File: config.mk
export PLATFORM = sky130hd
export DESIGN_NAME = multizone_intrusion_alarm_controller
export DESIGN_NICKNAME = d
export VERILOG_FILES = /design/src/rtl/mzia_pkg.sv /design/src/rtl/multizone_intrusion_alarm_controller.sv /design/src/rtl/mzia_cfg_regs.sv /design/src/rtl/mzia_core.sv /design/src/rtl/mzia_out_buf.sv
export SDC_FILE = /design/constraint.sdc
export NUM_CORES = 1
export LEC_CHECK = 0
export ABC_AREA = 1
export BUFFER_PORTS_ARGS = -buffer_cell sky130_fd_sc_hd__buf_4
export CORE_MARGIN = 5
export CORE_UTILIZATION = 58
export DETAILED_ROUTE_END_ITERATION = 10
export GPL_TIMING_DRIVEN = 1
export PLACE_DENSITY_LB_ADDON = 0.1
export SLEW_MARGIN = 5
export SYNTH_ARGS = -nofsm -noshare
export SYNTH_HDL_FRONTEND = slang
export SYNTH_SLANG_ARGS = --single-unit
File: constraint.sdc
create_clock -name clk -period 5.8 [get_ports clk]
set_input_delay 1.16 -clock clk [delete_from_list [all_inputs] [get_ports clk]]
set_output_delay 1.16 -clock clk [all_outputs]
set_load 0.01 [all_outputs]
File: src/rtl/mzia_pkg.sv
// Shared types, constants and helpers for the multizone alarm controller.
// No dependencies; every other rtl file imports this package.
package mzia_pkg;

  localparam int CFG_W     = 7;
  localparam int NUM_REGS  = 5;
  localparam int ADDR_W    = 5;
  localparam int PDATA_W   = 32;
  localparam int IN_DATA_W  = 8;
  localparam int OUT_DATA_W = 24;

  // Event codes
  localparam logic [2:0] OP_SECOND  = 3'd0;
  localparam logic [2:0] OP_REFRESH = 3'd1;
  localparam logic [2:0] OP_ARM     = 3'd2;
  localparam logic [2:0] OP_PRESS   = 3'd3;
  localparam logic [2:0] OP_RELEASE = 3'd4;

  // Register indexes
  localparam logic [2:0] REG_EXIT_LOAD   = 3'd0;
  localparam logic [2:0] REG_ENTRY_LOAD  = 3'd1;
  localparam logic [2:0] REG_SIREN_DIR   = 3'd2;
  localparam logic [2:0] REG_SIREN_ENTRY = 3'd3;
  localparam logic [2:0] REG_SHOW_SECS   = 3'd4;

  localparam logic [CFG_W-1:0] EXIT_LOAD_RST   = 7'd16;
  localparam logic [CFG_W-1:0] ENTRY_LOAD_RST  = 7'd16;
  localparam logic [CFG_W-1:0] SIREN_DIR_RST   = 7'd11;
  localparam logic [CFG_W-1:0] SIREN_ENTRY_RST = 7'd10;
  localparam logic [CFG_W-1:0] SHOW_SECS_RST   = 7'd4;

  // Digit select codes
  localparam logic [1:0] DIG_NONE   = 2'd0;
  localparam logic [1:0] DIG_UNITS  = 2'd1;
  localparam logic [1:0] DIG_TENS   = 2'd2;
  localparam logic [1:0] DIG_STATUS = 2'd3;

  // Mode codes as seen on the result bus
  localparam logic [2:0] MODE_CODE_OFF   = 3'd0;
  localparam logic [2:0] MODE_CODE_ARMED = 3'd1;
  localparam logic [2:0] MODE_CODE_SOUND = 3'd2;
  localparam logic [2:0] MODE_CODE_ENTRY = 3'd3;
  localparam logic [2:0] MODE_CODE_EXIT  = 3'd4;
  localparam logic [2:0] MODE_CODE_SHOW  = 3'd5;

  typedef enum logic [5:0] {
    MODE_OFF   = 6'b000001,
    MODE_ARMED = 6'b000010,
    MODE_SOUND = 6'b000100,
    MODE_ENTRY = 6'b001000,
    MODE_EXIT  = 6'b010000,
    MODE_SHOW  = 6'b100000
  } mode_t;

  typedef struct packed {
    logic [CFG_W-1:0] exit_load;
    logic [CFG_W-1:0] entry_load;
    logic [CFG_W-1:0] siren_direct;
    logic [CFG_W-1:0] siren_after_entry;
    logic [CFG_W-1:0] show_secs;
  } cfg_t;

  typedef struct packed {
    logic             siren_on;
    logic [1:0]       digit_enable;
    logic [3:0]       bcd_value;
    logic [2:0]       mode;
    logic [CFG_W-1:0] seconds_left;
    logic [1:0]       tripped_zone;
  } result_t;

  function automatic logic [2:0] mode_code(mode_t m);
    logic [2:0] c;
    case (m)
      MODE_OFF:   c = MODE_CODE_OFF;
      MODE_ARMED: c = MODE_CODE_ARMED;
      MODE_SOUND: c = MODE_CODE_SOUND;
      MODE_ENTRY: c = MODE_CODE_ENTRY;
      MODE_EXIT:  c = MODE_CODE_EXIT;
      MODE_SHOW:  c = MODE_CODE_SHOW;
      default:    c = MODE_CODE_OFF;
    endcase
    return c;
  endfunction

  // Split a 7-bit count into {tens, units}; x*205>>11 is exact below 1029.
  function automatic logic [7:0] bcd_split(logic [CFG_W-1:0] v);
    logic [14:0] prod;
    logic [3:0]  tens;
    logic [6:0]  rem;
    prod = {8'b0, v} * 15'd205;
    tens = prod[14:11];
    rem  = v - ({3'b0, tens} * 7'd10);
    return {tens, rem[3:0]};
  endfunction

endpackage

File: src/rtl/multizone_intrusion_alarm_controller.sv
// Channel   Dir  Payload (low bits first)
// s_axis    in   tdata: opcode[2:0], zone[4:3], zero pad to 8 bits
// m_axis    out  tdata: siren_on, digit_enable, bcd_value, mode, seconds_left,
//                tripped_zone, zero pad to 24 bits
// apb       in   five 7-bit load registers at byte addresses 0,4,8,12,16
//
// One event per clock while s_tready is high: the state update and the result
// are computed combinationally, and the result lands in a two-entry output buffer.
// Synchronous active-high rst restores the default loads and clears all control state.
// s_tready drops only when both output buffer entries are full.
module multizone_intrusion_alarm_controller import mzia_pkg::*; (
  input  logic                  clk,
  input  logic                  rst,
  input  logic                  s_tvalid,
  output logic                  s_tready,
  input  logic [IN_DATA_W-1:0]  s_tdata,   // opcode[2:0], zone[4:3]
  output logic                  m_tvalid,
  input  logic                  m_tready,
  output logic [OUT_DATA_W-1:0] m_tdata,   // siren_on[0], digit_enable[2:1],
                                           // bcd_value[6:3], mode[9:7],
                                           // seconds_left[16:10], tripped_zone[18:17]
  input  logic                  psel,
  input  logic                  penable,
  input  logic                  pwrite,
  input  logic [ADDR_W-1:0]     paddr,
  input  logic [PDATA_W-1:0]    pwdata,
  output logic [PDATA_W-1:0]    prdata,
  output logic                  pready
);

  cfg_t    cfg;
  result_t result_next;
  result_t out_data;
  logic    accept;

  assign accept = s_tvalid && s_tready;

  mzia_cfg_regs u_cfg (
    .clk     (clk),
    .rst     (rst),
    .psel    (psel),
    .penable (penable),
    .pwrite  (pwrite),
    .paddr   (paddr),
    .pwdata  (pwdata),
    .prdata  (prdata),
    .pready  (pready),
    .cfg     (cfg)
  );

  mzia_core u_core (
    .clk         (clk),
    .rst         (rst),
    .accept      (accept),
    .opcode      (s_tdata[2:0]),
    .zone        (s_tdata[4:3]),
    .cfg         (cfg),
    .result_next (result_next)
  );

  mzia_out_buf u_obuf (
    .clk       (clk),
    .rst       (rst),
    .push      (accept),
    .push_data (result_next),
    .in_ready  (s_tready),
    .out_valid (m_tvalid),
    .out_ready (m_tready),
    .out_data  (out_data)
  );

  assign m_tdata = {5'b0, out_data.tripped_zone, out_data.seconds_left, out_data.mode,
                    out_data.bcd_value, out_data.digit_enable, out_data.siren_on};

endmodule

File: src/rtl/mzia_cfg_regs.sv
// Configuration register file with an APB-style write/read port.
// Depends on mzia_pkg.
module mzia_cfg_regs import mzia_pkg::*; (
  input  logic               clk,
  input  logic               rst,
  input  logic               psel,
  input  logic               penable,
  input  logic               pwrite,
  input  logic [ADDR_W-1:0]  paddr,
  input  logic [PDATA_W-1:0] pwdata,
  output logic [PDATA_W-1:0] prdata,
  output logic               pready,
  output cfg_t               cfg
);

  logic       wr_en;
  logic [2:0] reg_idx;
  logic [CFG_W-1:0] rd_val;

  assign pready  = 1'b1;
  assign wr_en   = psel && penable && pwrite;
  assign reg_idx = paddr[ADDR_W-1:2];

  always_ff @(posedge clk) begin
    if (rst) begin
      cfg.exit_load         <= EXIT_LOAD_RST;
      cfg.entry_load        <= ENTRY_LOAD_RST;
      cfg.siren_direct      <= SIREN_DIR_RST;
      cfg.siren_after_entry <= SIREN_ENTRY_RST;
      cfg.show_secs         <= SHOW_SECS_RST;
    end else if (wr_en) begin
      unique case (reg_idx)
        REG_EXIT_LOAD:   cfg.exit_load         <= pwdata[CFG_W-1:0];
        REG_ENTRY_LOAD:  cfg.entry_load        <= pwdata[CFG_W-1:0];
        REG_SIREN_DIR:   cfg.siren_direct      <= pwdata[CFG_W-1:0];
        REG_SIREN_ENTRY: cfg.siren_after_entry <= pwdata[CFG_W-1:0];
        REG_SHOW_SECS:   cfg.show_secs         <= pwdata[CFG_W-1:0];
        default: ;
      endcase
    end
  end

  always_comb begin
    unique case (reg_idx)
      REG_EXIT_LOAD:   rd_val = cfg.exit_load;
      REG_ENTRY_LOAD:  rd_val = cfg.entry_load;
      REG_SIREN_DIR:   rd_val = cfg.siren_direct;
      REG_SIREN_ENTRY: rd_val = cfg.siren_after_entry;
      REG_SHOW_SECS:   rd_val = cfg.show_secs;
      default:         rd_val = '0;
    endcase
  end

  assign prdata = {{(PDATA_W-CFG_W){1'b0}}, rd_val};

endmodule

File: src/rtl/mzia_core.sv
// Alarm state registers and the single-pass next-state logic for one event.
// Depends on mzia_pkg.
module mzia_core import mzia_pkg::*; (
  input  logic       clk,
  input  logic       rst,
  input  logic       accept,
  input  logic [2:0] opcode,
  input  logic [1:0] zone,
  input  cfg_t       cfg,
  output result_t    result_next
);

  mode_t            mode, mode_next;
  logic [CFG_W-1:0] countdown, countdown_next;
  logic [1:0]       zone_reg, zone_reg_next;
  logic [3:0]       units_digit, units_digit_next;
  logic [3:0]       tens_digit, tens_digit_next;
  logic [3:0]       status_digit, status_digit_next;
  logic [1:0]       scan_position, scan_position_next;
  logic             siren, siren_next;
  logic [1:0]       enable, enable_next;
  logic [3:0]       bcd, bcd_next;

  always_ff @(posedge clk) begin
    if (rst) begin
      mode          <= MODE_OFF;
      countdown     <= '0;
      zone_reg      <= '0;
      units_digit   <= '0;
      tens_digit    <= '0;
      status_digit  <= '0;
      scan_position <= '0;
      siren         <= 1'b0;
      enable        <= DIG_NONE;
      bcd           <= '0;
    end else if (accept) begin
      mode          <= mode_next;
      countdown     <= countdown_next;
      zone_reg      <= zone_reg_next;
      units_digit   <= units_digit_next;
      tens_digit    <= tens_digit_next;
      status_digit  <= status_digit_next;
      scan_position <= scan_position_next;
      siren         <= siren_next;
      enable        <= enable_next;
      bcd           <= bcd_next;
    end
  end

  always_comb begin
    logic             timed;
    logic             timed_m;
    logic             shows_tens;
    logic [CFG_W-1:0] cd_dec;
    logic [7:0]       split;
    mode_t            m_new;
    logic [CFG_W-1:0] cd_new;

    mode_next          = mode;
    countdown_next     = countdown;
    zone_reg_next      = zone_reg;
    units_digit_next   = units_digit;
    tens_digit_next    = tens_digit;
    status_digit_next  = status_digit;
    scan_position_next = scan_position;
    siren_next         = siren;
    enable_next        = enable;
    bcd_next           = bcd;

    timed      = (mode == MODE_SOUND) || (mode == MODE_ENTRY) ||
                 (mode == MODE_EXIT) || (mode == MODE_SHOW);
    shows_tens = (mode == MODE_SOUND) || (mode == MODE_ENTRY) || (mode == MODE_EXIT);
    cd_dec     = countdown - 7'd1;
    m_new      = mode;
    cd_new     = cd_dec;

    // Countdown expiry: entry -> sounding, sounding -> zone display, else armed.
    if (cd_dec == '0) begin
      case (mode)
        MODE_ENTRY: begin
          m_new  = MODE_SOUND;
          cd_new = cfg.siren_after_entry;
        end
        MODE_SOUND: begin
          m_new  = MODE_SHOW;
          cd_new = cfg.show_secs;
        end
        default: m_new = MODE_ARMED;
      endcase
    end
    timed_m = (m_new == MODE_SOUND) || (m_new == MODE_ENTRY) || (m_new == MODE_EXIT);
    split   = bcd_split(cd_new);

    case (opcode)
      OP_SECOND: begin
        if (timed) begin
          mode_next      = m_new;
          countdown_next = cd_new;
          if (cd_dec == '0 && mode == MODE_ENTRY) begin
            zone_reg_next = 2'd1;
          end
          if (cd_dec == '0 && mode == MODE_SOUND) begin
            units_digit_next = {2'b00, zone_reg};
          end
          if (m_new == MODE_SOUND) begin
            siren_next = 1'b1;
          end
          if (timed_m) begin
            tens_digit_next  = split[7:4];
            units_digit_next = split[3:0];
          end
        end else if (mode == MODE_ARMED) begin
          siren_next = 1'b0;
        end
      end
      OP_REFRESH: begin
        // Fall through the scan slots until one has something to show.
        enable_next = DIG_NONE;
        if (scan_position == 2'd0 && timed) begin
          bcd_next    = units_digit;
          enable_next = DIG_UNITS;
        end else if (scan_position <= 2'd1 && shows_tens) begin
          bcd_next    = tens_digit;
          enable_next = DIG_TENS;
        end else if (scan_position <= 2'd2 && mode == MODE_OFF) begin
          bcd_next    = status_digit;
          enable_next = DIG_STATUS;
        end
        scan_position_next = (scan_position >= 2'd2) ? 2'd0 : scan_position + 2'd1;
      end
      OP_ARM: begin
        if (mode == MODE_OFF) begin
          mode_next      = MODE_EXIT;
          countdown_next = cfg.exit_load;
        end else if (mode != MODE_SHOW) begin
          mode_next        = MODE_OFF;
          siren_next       = 1'b0;
          units_digit_next = '0;
          tens_digit_next  = '0;
        end
      end
      OP_PRESS: begin
        // Ignore presses while a zone is held in the status digit.
        if (zone != 2'd0 && status_digit == '0) begin
          if (mode == MODE_OFF) begin
            status_digit_next = {2'b00, zone};
          end else if (zone == 2'd1) begin
            if (mode == MODE_ARMED) begin
              countdown_next = cfg.entry_load;
              mode_next      = MODE_ENTRY;
            end
          end else if (mode == MODE_ARMED || mode == MODE_ENTRY || mode == MODE_EXIT) begin
            countdown_next = cfg.siren_direct;
            mode_next      = MODE_SOUND;
            zone_reg_next  = zone;
          end
        end
      end
      OP_RELEASE: begin
        if (zone != 2'd0 && status_digit == {2'b00, zone}) begin
          status_digit_next = '0;
        end
      end
      default: ;
    endcase
  end

  assign result_next.siren_on     = siren_next;
  assign result_next.digit_enable = enable_next;
  assign result_next.bcd_value    = bcd_next;
  assign result_next.mode         = mode_code(mode_next);
  assign result_next.seconds_left = countdown_next;
  assign result_next.tripped_zone = zone_reg_next;

endmodule

File: src/rtl/mzia_out_buf.sv
// Two-entry result buffer: output register plus skid stage.
// Depends on mzia_pkg.
module mzia_out_buf import mzia_pkg::*; (
  input  logic    clk,
  input  logic    rst,
  input  logic    push,
  input  result_t push_data,
  output logic    in_ready,
  output logic    out_valid,
  input  logic    out_ready,
  output result_t out_data
);

  logic    a_valid, b_valid;
  result_t a_data, b_data;
  logic    pop;

  assign pop       = a_valid && out_ready;
  assign in_ready  = !b_valid;
  assign out_valid = a_valid;
  assign out_data  = a_data;

  always_ff @(posedge clk) begin
    if (rst) begin
      a_valid <= 1'b0;
      b_valid <= 1'b0;
    end else if (b_valid) begin
      // Drain the skid stage into the output register.
      if (pop) begin
        b_valid <= 1'b0;
      end
    end else if (push) begin
      if (!a_valid || pop) begin
        a_valid <= 1'b1;
      end else begin
        b_valid <= 1'b1;
      end
    end else if (pop) begin
      a_valid <= 1'b0;
    end
  end

  always_ff @(posedge clk) begin
    if (b_valid) begin
      if (pop) begin
        a_data <= b_data;
      end
    end else if (push) begin
      if (!a_valid || pop) begin
        a_data <= push_data;
      end else begin
        b_data <= push_data;
      end
    end
  end

endmodule

==> impl_metrics.yaml, run 1 <==
clock_tree:
  htree_num_levels: 3
  root_buffer: "clkbuf_16"
  cts_tree: "built"
  cts_sinks: 109
  cts_buffers: 9
  clock_path_buffers: 2
  cts.clk_slew.worst_paths_ps: 70
  clock_latency_ps: 360
pwr:
  leakage_nw: 3.64
  power_density_mw_per_mm2: 343
  ir_drop_mv: 0.470
sta:
  setup-violations-final: 0
  rsz0062_at_grt: "yes"
  fin_worst_skew_ps: 7.59
  relSlewSlack: 0.329
  worst_slack_ps: 342
  finalMaxSlewViolations: 0
  min_period_over_period: 0.941
  worst_pin_slew_ps: 999
  post-route-min-period_ps: 5460
  hold_viol_final: 0
  max_freq_mhz: 183
worst_setup_path:
  slowest_stage: "fa_1"
  reg2reg_depth: 34
  slowest_delay_ps: 430
  critPathLaunchType: "register"
  crit_required_ps: 6040
  worstSetupPathType: "register to register"
  worstPathArrival_ps: 5690
  critPathMaxFanout: 7
  crit_path_frequent_cell: "inv_1"
  worst_setup_path_end_kind: "register"
yosys:
  synth.top_cell.area_share: 0.202
  synth_top_cell_by_area: "dfxtp_1"
  synth_edf_count: 38
  synth_most_common_cell: "nand2_1"
  synth.area.top_cells: "dfxtp_1, edfxtp_1, nand2_1"
  synthArstFlopShare: 0
  netlist_top_cells_count: "nand2_1, inv_1, nor2_1, o21ai_0, dfxtp_1"
  syn_inst: 940
  ys_warn_count: 0
  syn_area_mm2: 0.00705
  synth_seq_area_share: 0.363
  synthFlopType: "dfxtp_1"
  ys_types: 46
  ys_ff_latch: 109
  syn_area_per_cell_um2: 7.50
routing:
  routedWlPerCell_um: 15.4
  dr.pass1.iters: 5
  totalWireLength_um: 17800
  dr.first_iter.drc_count: 512
  drt-vias-per-instance: 5.45
  vias: 6278
  drtAntennaViolNets: 0
  drc_errors: 0
global_routing:
  grt_max_degree: 36
  first_global_vias: 5802
  grt_remaining_overflow: 0
  grt_pass1_wl_um: 29100
  grt_usage: 0.251
  antenna_found_initial: 0
layout:
  diodes: 0
  area_growth_pct: 11.9
  drive_gt1_frac: 0.151
  largest_reg_flops: 35
  largest_register: "u_cfg.cfg"
  final_area_mm2: 0.00789
  num-nets-final: 1098
job:
  cap_violations: 0
die:
  die_w_um: 120
  fp.dieH_um: 120
  rows: 40
  core_mm2: 0.0120
  boundaryPins: 111
  die_area_mm2: 0.0145
  start_util: 0.589
placed_design:
  dpl.hpwl_um: 13800
  io_buffers: 49
  gp_congestion: 0.952
  pre_cts_ws_ps: 142
  dpl_cell_area_mm2: 0.00752
hold_path:
  hold_depth: 2
  holdCritPathClass: "register to register"
run_status:
  outcome: "complete, no violations"
[layout by cell type, fill, tap and decap left out, types with 8 or more instances in the layout]
master     synthesis  routed
fa_1               9       9
a21oi_1           65      63
nand4_1           13      13
nor2_4             8       9
inv_2             13      13
ha_1              37      37
nor3_1             9       8
o21ai_0           79      79
clkbuf_16          0       9
dfxtp_1           71      71
o21ai_1            9       9
buf_4             32      69
inv_1            116     115
edfxtp_1          38      38
o211ai_1          13      13
a211oi_1           8       8
nand2_2           15      18
conb_1             2      31
a221oi_1          11       9
nand2_1          186     183
nand3_1           31      31
nor2_1           100     100
[kinds of logic after synthesis]
kind of cell / count (synthesis) / share of synthesized area
compound gates: 218 / 0.187
fa+ha+maj: 46 / 0.0912
flops: 109 / 0.363
simple gates: 381 / 0.241
buf+inv: 182 / 0.114
other cells: 2 / 0.00107
xor+xnor: 2 / 0.00248
[stage by stage]
step / cells / TNS, ps / power [mW] / util / hold slack [ps]
after floorplan: 969 / 0 / 1.76 / - / 440
after global placement: 1132 / 0 / 2.00 / 0.629 / 456
after detailed placement: 1132 / 0 / 2.02 / 0.629 / 461
after CTS: 1148 / 0 / 2.63 / 0.653 / 471
after global routing: 1152 / -79.1 / 2.95 / 0.660 / 508
final: 1152 / 0 / 2.71 / 0.660 / 469
[where the power goes]
| group | internal [mW] | switching [mW] |
|---|---|---|
| sequential | 0.833 | 0.0275 |
| combinational | 0.494 | 0.745 |
| clock | 0.333 | 0.273 |
| total | 1.66 | 1.05 |
[routing by layer]
metal  global-route usage  wire length, um  up-vias  share of wire
met5                    0                0        -              0
met4               0.0822              323        0          0.018
met3               0.0398             1040       26          0.058
met2                0.404             8250      207           0.46
met1                0.347             8170     2825           0.46
li1                     -                -     3220              -
[layout make-up]
type                       instances  area, um^2
clock inverter                     5        51.3
multi-input combinational        678        3840
fill                            1085        4070
timing repair buffer              69         518
inverter                         133         502
sequential                       109        2560
tap                              147         184
clock buffer                      11         233
[worst paths after layout]
check	start	endpoint	slack, ps
worst max-delay path	u_core.countdown[0]	u_core.units_digit[3]	340
worst max register to register	u_core.countdown[0]	u_core.units_digit[3]	340
worst min register to register	u_core.units_digit[2]	u_core.units_digit[2]	470
worst min-delay path	u_core.units_digit[2]	u_core.units_digit[2]	470
[repair_timing]
| item | in CTS | in global routing |
|---|---|---|
| setup buffers | 0 | 4 |
| hold buffers | 0 | 0 |
| setup endpoints to repair | 0 | 4 |
| resized for setup | 0 | 14 |
[critical path, delay by kind of cell, from the launching register on]
family	cells	cell delay, ps
adder cells (fa/ha/maj)	7	2360
AND/OR/NAND/NOR	13	1190
buffers and inverters	8	680
AO/OA/AOI/OAI	5	570
flip-flops	1	330
XOR/XNOR	1	210
Note: power is estimated with default switching activity, not from simulation.
==> run 2: changes to the inputs <==
==> constraint.sdc (replaced) <==
create_clock -name clk -period 5.8 [get_ports clk]
set_input_delay 0.29 -clock clk [delete_from_list [all_inputs] [get_ports clk]]
set_output_delay 0.29 -clock clk [all_outputs]
set_load 0.01 [all_outputs]
==> run 2 against run 1 <==
Effect of this change: die area unchanged; cell area down 0.43%; sequential share of layout area is 0.14 points higher; sequential cell count is the same; largest power group unchanged; first-iteration DRC count increased by 11%; highest routed layer unchanged; via count grew 0.72%; critical endpoint unchanged.
==> impl_metrics.yaml, run 2 (synthesis results as in run 1) <==
layout:
  drive_gt1_frac: 0.151
  largest_register: "u_cfg.cfg"
  area_growth_pct: 11.4
  postLayoutCoreUtil: 0.657
  layout_common_cells: "nand2_1, inv_1, nor2_1, o21ai_0, dfxtp_1"
  largest_reg_flops: 35
  num-nets-final: 1091
  diodes: 0
  fin_cells: 1145
  layout_commonest_cell: "nand2_1"
sta:
  setup_tns_ps: 0
  finalMaxSlewViolations: 0
  worst_pin_slew_ps: 1220
  fin_worst_skew_ps: 5.65
  relSlewSlack: 0.181
  hold-worst-slack_ps: 195
  max_freq_mhz: 184
  setup-violations-final: 0
  post-route-min-period_ps: 5440
  min_period_over_period: 0.938
  hold_viol_final: 0
worst_setup_path:
  worst_setup_path_end_kind: "register"
  worstSetupPathType: "register to register"
  crit_start: "u_core.countdown[0]"
  reg2reg_depth: 29
  r2r_setup_slack_ps: 360
  reg2reg_from: "u_core.countdown[0]"
  critPathMaxFanout: 7
  slowest_stage: "fa_1"
  crit_path_frequent_cell: "inv_1"
  critPathLaunchType: "register"
  crit_required_ps: 6040
  r2r-end: "u_core.units_digit[3]"
  worstPathArrival_ps: 5670
  cp-endpoint: "u_core.units_digit[3]"
  slowest_delay_ps: 430
pwr:
  combPwrFrac: 0.457
  p_seq_frac: 0.315
  ir_drop_mv: 0.508
  switching_share: 0.388
  p_switching_mw: 1.06
  p_int_mw: 1.67
  leakage_nw: 3.61
  finalPower_mw: 2.74
  clockPowerShare: 0.228
  power_density_mw_per_mm2: 348
run_status:
  outcome: "complete, no violations"
global_routing:
  first_global_vias: 5676
  grt_pass1_wl_um: 28400
  grt_usage: 0.243
  grt_max_degree: 47
  grt_remaining_overflow: 0
  antenna_found_initial: 0
clock_tree:
  clock_path_buffers: 2
  cts_tree: "built"
  cts_buffers: 9
  cts_sinks: 109
  htree_num_levels: 3
  postCtsHoldBufs: 0
  cts.clk_slew.worst_paths_ps: 70
  clock_latency_ps: 350
  root_buffer: "clkbuf_16"
routing:
  dr.first_iter.drc_count: 569
  vias: 6323
  drtAntennaViolNets: 0
  dr.pass1.iters: 5
  drt-vias-per-instance: 5.52
  totalWireLength_um: 17400
  routedWlPerCell_um: 15.2
  drc_errors: 0
hold_path:
  holdCritPathClass: "primary input to register"
die:
  start_util: 0.589
  rows: 40
  boundaryPins: 111
  fp.dieH_um: 120
  core_mm2: 0.0120
  die_area_mm2: 0.0145
  die_w_um: 120
placed_design:
  gp_congestion: 0.963
  io_buffers: 49
  dpl.cell_count: 1126
  dpl.hpwl_um: 13400
job:
  cap_violations: 0
## run 2: layout make-up
type | instances | area [um^2]
fill | 1085 | 4100
tap | 147 | 184
inverter | 133 | 499
clock inverter | 6 | 60.1
sequential | 109 | 2560
multi-input combinational | 678 | 3850
clock buffer | 10 | 239
timing repair buffer | 62 | 465
## run 2: power groups by stage
| stage | sequential [mW] | clock [mW] | combinational [mW] |
|---|---|---|---|
| 2_1_floorplan | 0.876 | 0 | 0.881 |
| 3_3_place_gp | 0.877 | 0 | 1.12 |
| 3_5_place_dp | 0.877 | 0 | 1.15 |
| 4_1_cts | 0.860 | 0.628 | 1.15 |
| 5_1_grt | 0.865 | 0.663 | 1.43 |
| 6_report | 0.861 | 0.624 | 1.25 |
## run 2: worst max-delay path: cells and delay by family, from the launching register on
kind                       cells  cell delay [ps]
adders and majority gates      7             2370
xor gates and xnor gates       1              210
buffers and inverters          6              490
AOI/OAI and AO/OA              4              800
DFF                            1              320
and+or+nand+nor               11             1120
## run 2: timing repair
action | 4_1_cts | 5_1_grt
setup buffers | 0 | 3
setup endpoints to repair | 0 | 4
resized for setup | 0 | 16
## run 2: through the flow
| step | area, um^2 | setup WS [ps] |
|---|---|---|
| detailed placement | 7480 | 163 |
| floorplan | 7160 | 492 |
| global route | 7860 | -11.4 |
| finish | 7860 | 362 |
| CTS | 7780 | 98.2 |
| global placement | 7480 | 214 |
## run 2: worst min path at each step
stage,start,endpoint,slack [ps],depth (start not counted)
after floorplan,pwdata[0],u_cfg.cfg[14],400,2
after global placement,u_core.bcd[1],u_core.bcd[1],460,2
after detailed placement,u_core.tens_digit[3],u_core.tens_digit[3],460,2
after CTS,pwdata[0],u_cfg.cfg[14],190,3
after global routing,pwdata[1],u_cfg.cfg[15],210,3
final,pwdata[3],u_cfg.cfg[17],190,3
## run 2: layer usage
metal,GRT usage,part of all wire
met1,0.335,0.45
met2,0.384,0.45
met3,0.0370,0.066
met4,0.0992,0.028
met5,0,0
